--- config.mk ---
export PLATFORM = sky130hd
export DESIGN_NAME = bil_cell
export DESIGN_NICKNAME = d
export VERILOG_FILES = /design/src/rtl/core/bil_pkg.sv /design/src/rtl/core/bil_cell.sv
export SDC_FILE = /design/constraint.sdc
export NUM_CORES = 1
export LEC_CHECK = 0
export BUFFER_PORTS_ARGS = -buffer_cell sky130_fd_sc_hd__buf_2
export CAP_MARGIN = 20
export CELL_PAD_IN_SITES_DETAIL_PLACEMENT = 0
export CELL_PAD_IN_SITES_GLOBAL_PLACEMENT = 2
export CORE_UTILIZATION = 25
export CTS_BUF_LIST = sky130_fd_sc_hd__clkbuf_16
export DETAILED_ROUTE_END_ITERATION = 10
export GPL_TIMING_DRIVEN = 1
export PLACE_DENSITY_LB_ADDON = 0.1
export SKIP_LAST_GASP = 1
export SYNTH_ARGS = -nofsm -noshare
export SYNTH_HDL_FRONTEND = slang
export SYNTH_SLANG_ARGS = --single-unit
--- constraint.sdc ---
create_clock -name clk -period 4.3 [get_ports clk]
set_clock_uncertainty 0.1 [all_clocks]
set_input_delay 0 -clock clk [delete_from_list [all_inputs] [get_ports clk]]
set_output_delay 0 -clock clk [all_outputs]
set_load 0.02 [all_outputs]
--- src/rtl/core/bil_pkg.sv ---
// Package with the beat types, codes and constants of the bounded integer list engine.
package bil_pkg;

    localparam int unsigned DEPTH_DEFAULT = 64;
    localparam int unsigned VALUE_W       = 32;
    localparam int unsigned POS_W         = 6;
    localparam int unsigned ENTRY_CNT_W   = 7;

    typedef enum logic [1:0] {
        OP_APPEND   = 2'd0,
        OP_REMOVE   = 2'd1,
        OP_CONTAINS = 2'd2,
        OP_READ     = 2'd3
    } opcode_t;

    typedef enum logic [2:0] {
        STAT_OK       = 3'd0,
        STAT_EMPTY    = 3'd1,
        STAT_NOTFOUND = 3'd2,
        STAT_FULL     = 3'd3,
        STAT_BADPOS   = 3'd4
    } status_t;

    typedef struct packed {
        opcode_t                     opcode;
        logic signed [VALUE_W-1:0]   value;
        logic        [POS_W-1:0]     position;
    } cmd_beat_t;

    typedef struct packed {
        status_t                       status;
        logic                          found;
        logic signed [VALUE_W-1:0]     read_value;
        logic        [ENTRY_CNT_W-1:0] entry_count;
    } rsp_beat_t;

    typedef struct packed {
        logic                      cmp_en;
        logic                      commit;
        opcode_t                   opcode;
        logic signed [VALUE_W-1:0] value;
        logic        [POS_W-1:0]   position;
    } cell_ctrl_t;

endpackage

--- src/rtl/core/bil_cell.sv ---
// One list cell: holds a single entry, compares it, shifts it down and forwards read data.
module bil_cell
    import bil_pkg::*;
#(
    parameter int unsigned INDEX = 0,
    parameter int unsigned CNT_W = 7
)
(
    input  logic                      clk,
    input  logic                      rst_n,
    input  cell_ctrl_t                ctrl,
    input  logic        [CNT_W-1:0]   count,
    input  logic signed [VALUE_W-1:0] next_entry,
    input  logic                      hit_in,
    input  logic signed [VALUE_W-1:0] rd_in,
    output logic signed [VALUE_W-1:0] entry,
    output logic                      hit_out,
    output logic signed [VALUE_W-1:0] rd_out
);

    localparam logic [CNT_W-1:0] IDX = CNT_W'(INDEX);

    logic signed [VALUE_W-1:0] entry_reg;
    logic signed [VALUE_W-1:0] entry_next;
    logic                      match_reg;
    logic                      match_next;
    logic                      sel;

    assign match_next = (IDX < count) && (entry_reg == ctrl.value);
    assign hit_out    = hit_in | match_reg;
    assign entry      = entry_reg;

    generate
        if (INDEX < (1 << POS_W))
        begin : g_reach
            assign sel = (ctrl.position == POS_W'(INDEX));
        end
        else
        begin : g_noreach
            assign sel = 1'b0;
        end
    endgenerate

    assign rd_out = sel ? entry_reg : rd_in;

    always_comb
    begin
        entry_next = entry_reg;
        if (ctrl.commit)
        begin
            unique case (ctrl.opcode)
                OP_APPEND:
                begin
                    if (IDX == count)
                    begin
                        entry_next = ctrl.value;
                    end
                end
                OP_REMOVE:
                begin
                    if (hit_out)
                    begin
                        entry_next = next_entry;
                    end
                end
                OP_CONTAINS: ;
                OP_READ: ;
            endcase
        end
    end

    always_ff @(posedge clk or negedge rst_n)
    begin
        if (!rst_n)
        begin
            match_reg <= 1'b0;
        end
        else if (ctrl.cmp_en)
        begin
            match_reg <= match_next;
        end
    end

    always_ff @(posedge clk)
    begin
        entry_reg <= entry_next;
    end

endmodule

==> Word-level counts from Yosys, hierarchy flattened <==
Cells that the tools add are included.
Widths: inputs -> output; s select.
{ "op_classes": {"magnitude_cmp": 1, "eq_ne": 4, "n_mux": 4, "n_bitwise": 1, "n_reduce_logical": 6} }
{ "op_table": {"columns": ["operator", "n"], "rows": [
  ["$mux 32", 3],
  ["$pmux 32 s2", 1],
  ["$eq 32x32->1", 1],
  ["$logic_not 7->1", 1],
  ["$lt 1x7->1 const A", 1],
  ["$logic_not 6->1", 1],
  ["$ne 2x2->1 const B", 2],
  ["$reduce_and 4->1", 1],
  ["$eq 2x1->1 const B", 1],
  ["$logic_not 2->1", 1],
  ["$reduce_bool 2->1", 1],
  ["$logic_and 1x1->1", 1],
  ["$or 1x1->1", 1]
]} }
{ "totals": {"register_bits": 33, "out_inout_bits": 65} }

==> Depth between registers and ports, before layout <==
{ "logic_depth": {"depth_word": 3, "ltp_mapped": 4} }

==> Least setup slack after synthesis <==
OpenSTA, ideal clock, no wires.
{ "synth_path": {"path_type": "register -> register", "from": "register match_reg", "to": "register entry_reg[0] (netlist: entry[0]) (enable)", "setup_ns": 0.392, "arrival_ns": 1.458, "required_ns": 3.808, "path_slack_ns": 2.349, "path_stages_with_launch": 5, "n_path_buf": 0, "synth_period_minus_slack_ns": 1.951, "path_cell_list": "dfrtp_1 > or2_2 > nand2_1 > o21ai_0 > and3b_1"} }
{ "synth_via": {"elab_chain_cells": 3} }
{ "synth_lines": {"columns": ["element", "line", "source"], "rows": [
  ["start: declaration", "bil_cell.sv:25", "logic match_reg;"],
  ["start signal: assignment", "bil_cell.sv:80", "match_reg <= match_next;"],
  ["$or 1x1->1", "bil_cell.sv:30", "assign hit_out = hit_in | match_reg;"],
  ["named net hit_out", "bil_cell.sv:17", "output logic hit_out,"],
  ["$ne 2x2->1 (no line)", null, null],
  ["$reduce_and 4->1 (no line)", null, null],
  ["end signal: assignment", "bil_cell.sv:86", "entry_reg <= entry_next;"],
  ["end: declaration", "bil_cell.sv:23", "logic signed [VALUE_W-1:0] entry_reg;"]
]} }
The timed path passes the listed nets, and every way through them passes these cells.
A chain may end at the register's enable or synchronous reset.

==> Worst setup path in the final report <==
{ "layout_path": {"from": "input ctrl[38] (netlist name)", "to": "register entry_reg[21] (netlist: entry[21]) (data pin)"} }
{ "layout_via": {"elab_chain_cells": 2} }
{ "layout_lines": {"columns": ["element", "line", "source"], "rows": [
  ["start: declaration", "bil_cell.sv:11", "input cell_ctrl_t ctrl,"],
  ["$eq 2x1->1 or $logic_not 2->1 (tied branches)", "bil_cell.sv:51", "unique case (ctrl.opcode)"],
  ["$pmux 32 s2 (*)", "bil_cell.sv:51", null]
]} }
Mark *: on every way between the ends. The rest lies on a longest branch, timed or not.

==> report_table.html <==
<table>
<tr><th>Metric</th><th>Value</th></tr>
<tr><th colspan="2">Outcome</th></tr>
<tr><td>Status</td><td>complete, but fails checks</td></tr>
<tr><td>Violated checks</td><td>design-rule violations</td></tr>
<tr><th colspan="2">Place</th></tr>
<tr><td>Port buffer count</td><td>180</td></tr>
<tr><td>Placed Area</td><td>between 0.003 and 0.004 sq mm</td></tr>
<tr><td>Number of placed instances with taps included</td><td>between 400 and 500</td></tr>
<tr><td>Routability-driven placement congestion ratio</td><td>roughly 0.67</td></tr>
<tr><td>Worst setup slack before clock tree synthesis</td><td>2.390 ns</td></tr>
<tr><td>DPL Wire Length</td><td>a little over 5000 um</td></tr>
<tr><th colspan="2">Min path</th></tr>
<tr><td>Hold Crit Class</td><td>input pin to register</td></tr>
<tr><td>Start point of the worst min-delay path</td><td>ctrl[37]</td></tr>
<tr><td>Worst hold endpoint</td><td>match_reg</td></tr>
<tr><td>Worst hold path stage count</td><td>4</td></tr>
<tr><th colspan="2">Yosys</th></tr>
<tr><td>Post-Synthesis Mean Instance Area</td><td>between 10 and 15 sq um</td></tr>
<tr><td>Portion of synthesized cell area occupied by the leading cell type</td><td>0.4165</td></tr>
<tr><td>Proportion of synthesized chip area in sequential cells</td><td>0.4273</td></tr>
<tr><td>Net Count, Synth</td><td>around 280</td></tr>
<tr><td>Number of enable flip-flop cells after synthesis</td><td>32</td></tr>
<tr><td>Yosys top cell by area</td><td>edfxtp_1</td></tr>
<tr><td>Total of warnings raised by yosys</td><td>0</td></tr>
<tr><td>Number of distinct library cells after synthesis</td><td>24</td></tr>
<tr><td>Post-Synthesis Cell Area</td><td>~0.0023 sq mm</td></tr>
<tr><td>Number of storage elements in the synthesis netlist</td><td>33</td></tr>
<tr><td>Syn Inst Count</td><td>160</td></tr>
<tr><td>Top cells by area, synth</td><td>edfxtp_1 42%, mux2_4 20%, mux2_2 16%</td></tr>
<tr><td>Dominant synthesized flop cell</td><td>edfxtp_1</td></tr>
<tr><td>Share of synthesized registers carrying an async set or reset</td><td>0.03030</td></tr>
<tr><th colspan="2">Clock tree</th></tr>
<tr><td>Number of buffers on the longest clock path</td><td>2</td></tr>
<tr><td>Clock root buffer</td><td>clkbuf_16</td></tr>
<tr><td>Clock Sink Count</td><td>33</td></tr>
<tr><td>Skew-Pair Late Insertion Delay</td><td>between 0.2 and 0.3 ns</td></tr>
<tr><td>Total CTS buffers</td><td>5</td></tr>
<tr><td>Number of levels the H-tree was split into</td><td>2</td></tr>
<tr><td>Reg clk slew, reported paths</td><td>0.05 ns</td></tr>
<tr><td>CTS tree</td><td>built</td></tr>
<tr><td>Count of cells resized by post-cts repair</td><td>0</td></tr>
<tr><th colspan="2">STA</th></tr>
<tr><td>Transition time at the pin with the least slew margin</td><td>0.9846 ns</td></tr>
<tr><td>Worst Setup Slack, final</td><td>between 2 and 2.5 ns</td></tr>
<tr><td>Count of pins over their slew limit</td><td>0</td></tr>
<tr><td>Final setup violation count</td><td>0</td></tr>
<tr><td>Relative slew slack</td><td>0.3422</td></tr>
<tr><td>Final hold viol count</td><td>0</td></tr>
<tr><td>Final worst path period share</td><td>0.4563</td></tr>
<tr><td>Setup repair after global routing missed its margin</td><td>no</td></tr>
<tr><td>Post-Route Setup TNS</td><td>0 ns</td></tr>
<tr><td>Period minus WS final</td><td>about 2.0 ns</td></tr>
<tr><td>Minimum hold slack</td><td>around 0.010 ns</td></tr>
<tr><td>Top achievable clock speed</td><td>between 0.5 and 0.6 GHz</td></tr>
<tr><th colspan="2">Pwr</th></tr>
<tr><td>Logic gate share of total power</td><td>0.269</td></tr>
<tr><td>Power share of the sequential group</td><td>0.384</td></tr>
<tr><td>Internal Pwr Total</td><td>roughly 740 uW</td></tr>
<tr><td>Clock share of power</td><td>0.346</td></tr>
<tr><td>Power spent charging and discharging nets</td><td>~240 uW</td></tr>
<tr><td>Switching Share</td><td>0.2492</td></tr>
<tr><td>Power Density</td><td>~240 mW/mm^2</td></tr>
<tr><td>Worst supply voltage drop on vdd</td><td>between 0.0001 and 0.00015 V</td></tr>
<tr><td>Leakage</td><td>a little under 2 nW</td></tr>
<tr><th colspan="2">Floorplan</th></tr>
<tr><td>Die outline width</td><td>between 90 and 100 um</td></tr>
<tr><td>Count of pins on the block boundary</td><td>181</td></tr>
<tr><td>Chip Height</td><td>98.07 um</td></tr>
<tr><td>Cell Rows</td><td>34</td></tr>
<tr><td>Std-Cell Core Area</td><td>~0.0088 sq mm</td></tr>
<tr><td>Initial Util</td><td>0.2607</td></tr>
<tr><td>Die area</td><td>between 0.009 and 0.01 sq mm</td></tr>
<tr><th colspan="2">Drt</th></tr>
<tr><td>Drc violations</td><td>12</td></tr>
<tr><td>Initial drt markers</td><td>40</td></tr>
<tr><td>Post-DR wirelength/cell</td><td>between 10 and 15 um</td></tr>
<tr><td>Number of vias in the routed layout</td><td>about 2200</td></tr>
<tr><td>Pre-antenna DRT Iters</td><td>9</td></tr>
<tr><td>Total Wirelength</td><td>between 7000 and 8000 um</td></tr>
<tr><td>Number of routed nets with antenna violations</td><td>0</td></tr>
<tr><td>Average via count per standard cell</td><td>roughly 4.3</td></tr>
<tr><th colspan="2">Final layout</th></tr>
<tr><td>Storage cell area</td><td>985.9 sq um</td></tr>
<tr><td>Highest-count cells in the layout ignoring fill and taps</td><td>180 x buf_2, 67 x dlygate4sd3_1, 32 x mux2_2, 32 x edfxtp_1, 31 x xor2_1</td></tr>
<tr><td>Most common library cell in the layout ignoring fill and taps</td><td>buf_2</td></tr>
<tr><td>Fraction of layout cells with a size suffix above 1</td><td>0.6210</td></tr>
<tr><td>Post-Layout Cell Count</td><td>between 500 and 600</td></tr>
<tr><td>Max FFs per register</td><td>32</td></tr>
<tr><td>Relative area change from synthesis to final layout</td><td>78.58%</td></tr>
<tr><td>Multi-input logic area</td><td>0.001270 sq mm</td></tr>
<tr><td>Layout fillers</td><td>875</td></tr>
<tr><td>Post-layout instance area</td><td>0.004120 sq mm</td></tr>
<tr><td>Number of nets at the end of the flow</td><td>roughly 520</td></tr>
<tr><td>Inserted Diodes</td><td>0</td></tr>
<tr><th colspan="2">Worst setup path</th></tr>
<tr><td>R2r startpoint</td><td>match_reg</td></tr>
<tr><td>Start point of the critical path</td><td>ctrl[38]</td></tr>
<tr><td>Type of element capturing the critical path</td><td>register</td></tr>
<tr><td>Worst path arrival time</td><td>1.89 ns</td></tr>
<tr><td>Critical register-to-register path endpoint</td><td>entry[17]</td></tr>
<tr><td>Startpoint class of the critical path</td><td>input pin</td></tr>
<tr><td>Max Fanout on Critical Path</td><td>32</td></tr>
<tr><td>Minimum setup slack among reg-to-reg paths</td><td>2.50 ns</td></tr>
<tr><td>Number of cells traversed by the worst register-to-register path</td><td>4</td></tr>
<tr><td>Class of the most critical setup path</td><td>input pin to register</td></tr>
<tr><td>CP required</td><td>~4.2 ns</td></tr>
<tr><th colspan="2">Global route</th></tr>
<tr><td>Remaining global-route overflow</td><td>0</td></tr>
<tr><td>Vias in the first global route</td><td>around 2300</td></tr>
<tr><td>Initial antenna violation count</td><td>0</td></tr>
<tr><td>First-pass GRT wire length</td><td>between 10000 and 15000 um</td></tr>
<tr><td>Largest net degree at the start of global routing</td><td>33</td></tr>
<tr><td>Total routing usage reported by global routing</td><td>0.1488</td></tr>
<tr><th colspan="2">Flow run</th></tr>
<tr><td>Max-cap violation count</td><td>0</td></tr>
</table>
## power groups by stage
| stage | Clock (mW) | Combinational [mW] | Sequential, mW |
|---|---|---|---|
| 2_1_floorplan | 0 | 0.104 | 0.394 |
| 3_3_place_gp | 0 | 0.206 | 0.384 |
| 3_5_place_dp | 0 | 0.207 | 0.384 |
| 4_1_cts | 0.352 | 0.265 | 0.377 |
| 5_1_grt | 0.363 | 0.286 | 0.379 |
| 6_report | 0.340 | 0.264 | 0.377 |
## layer usage
layer	vias to the layer above	share of wire	GRT usage	routed length, um
li1	1100	-	-	-
met4	0	0.0075	0.03846	53
met3	5	0.076	0.03293	539
met2	106	0.49	0.2627	3446
met5	-	0	0	0
met1	1027	0.43	0.1821	3052
## final cells by class
type	instances	area share
sequential	33	0.2393
multi-input combinational	120	0.3082
timing repair buffer	248	0.3863
tap	108	0.03280
clock inverter	3	0.003037
clock buffer	5	0.03037
## stage by stage
stage | util | power, mW
finish | 0.4656 | 0.9809
global route | 0.4656 | 1.027
CTS | 0.4634 | 0.9942
detailed placement | 0.3720 | 0.5909
global placement | 0.3720 | 0.5893
floorplan | - | 0.4985
## timing repair
item,in CTS,in global routing
hold buffers,67,0
endpoints found under the hold margin,34,0
buffers inserted,0,0
## synth_stat cells (2+ instances only)
library cell,number
nand4_1,2
buf_6,3
xor2_1,31
nand2_1,2
nor4_1,8
mux2_2,32
mux2_1,2
edfxtp_1,32
buf_4,3
mux2_4,30
nor3_1,2
## kinds of logic (layout without fill, tap and decap cells)
kind of cell,after synthesis,count (layout),share of synthesized area
muxes,64,64,0.3612
DFF,33,33,0.4273
xor gates and xnor gates,32,32,0.1215
and+or+nand+nor,22,22,0.05857
buffers and inverters,7,256,0.02603
AOI/OAI and AO/OA,2,2,0.005422
## worst max-delay path, stage by stage
cell and delay, ns:
buf_2 0.10, nor2b_4 0.80, mux2_2 0.42, dlygate4sd3_1 0.56
## how the worst max path moves through the flow
stage,slack (ns),cells past startpoint,end
floorplan,2.35,4,entry[0]
global placement,2.43,5,entry[18]
detailed placement,2.39,5,entry[18]
CTS,2.30,4,entry[2]
global route,2.23,4,entry[21]
finish,2.34,4,entry[21]
(Power assumes the default switching activity.)
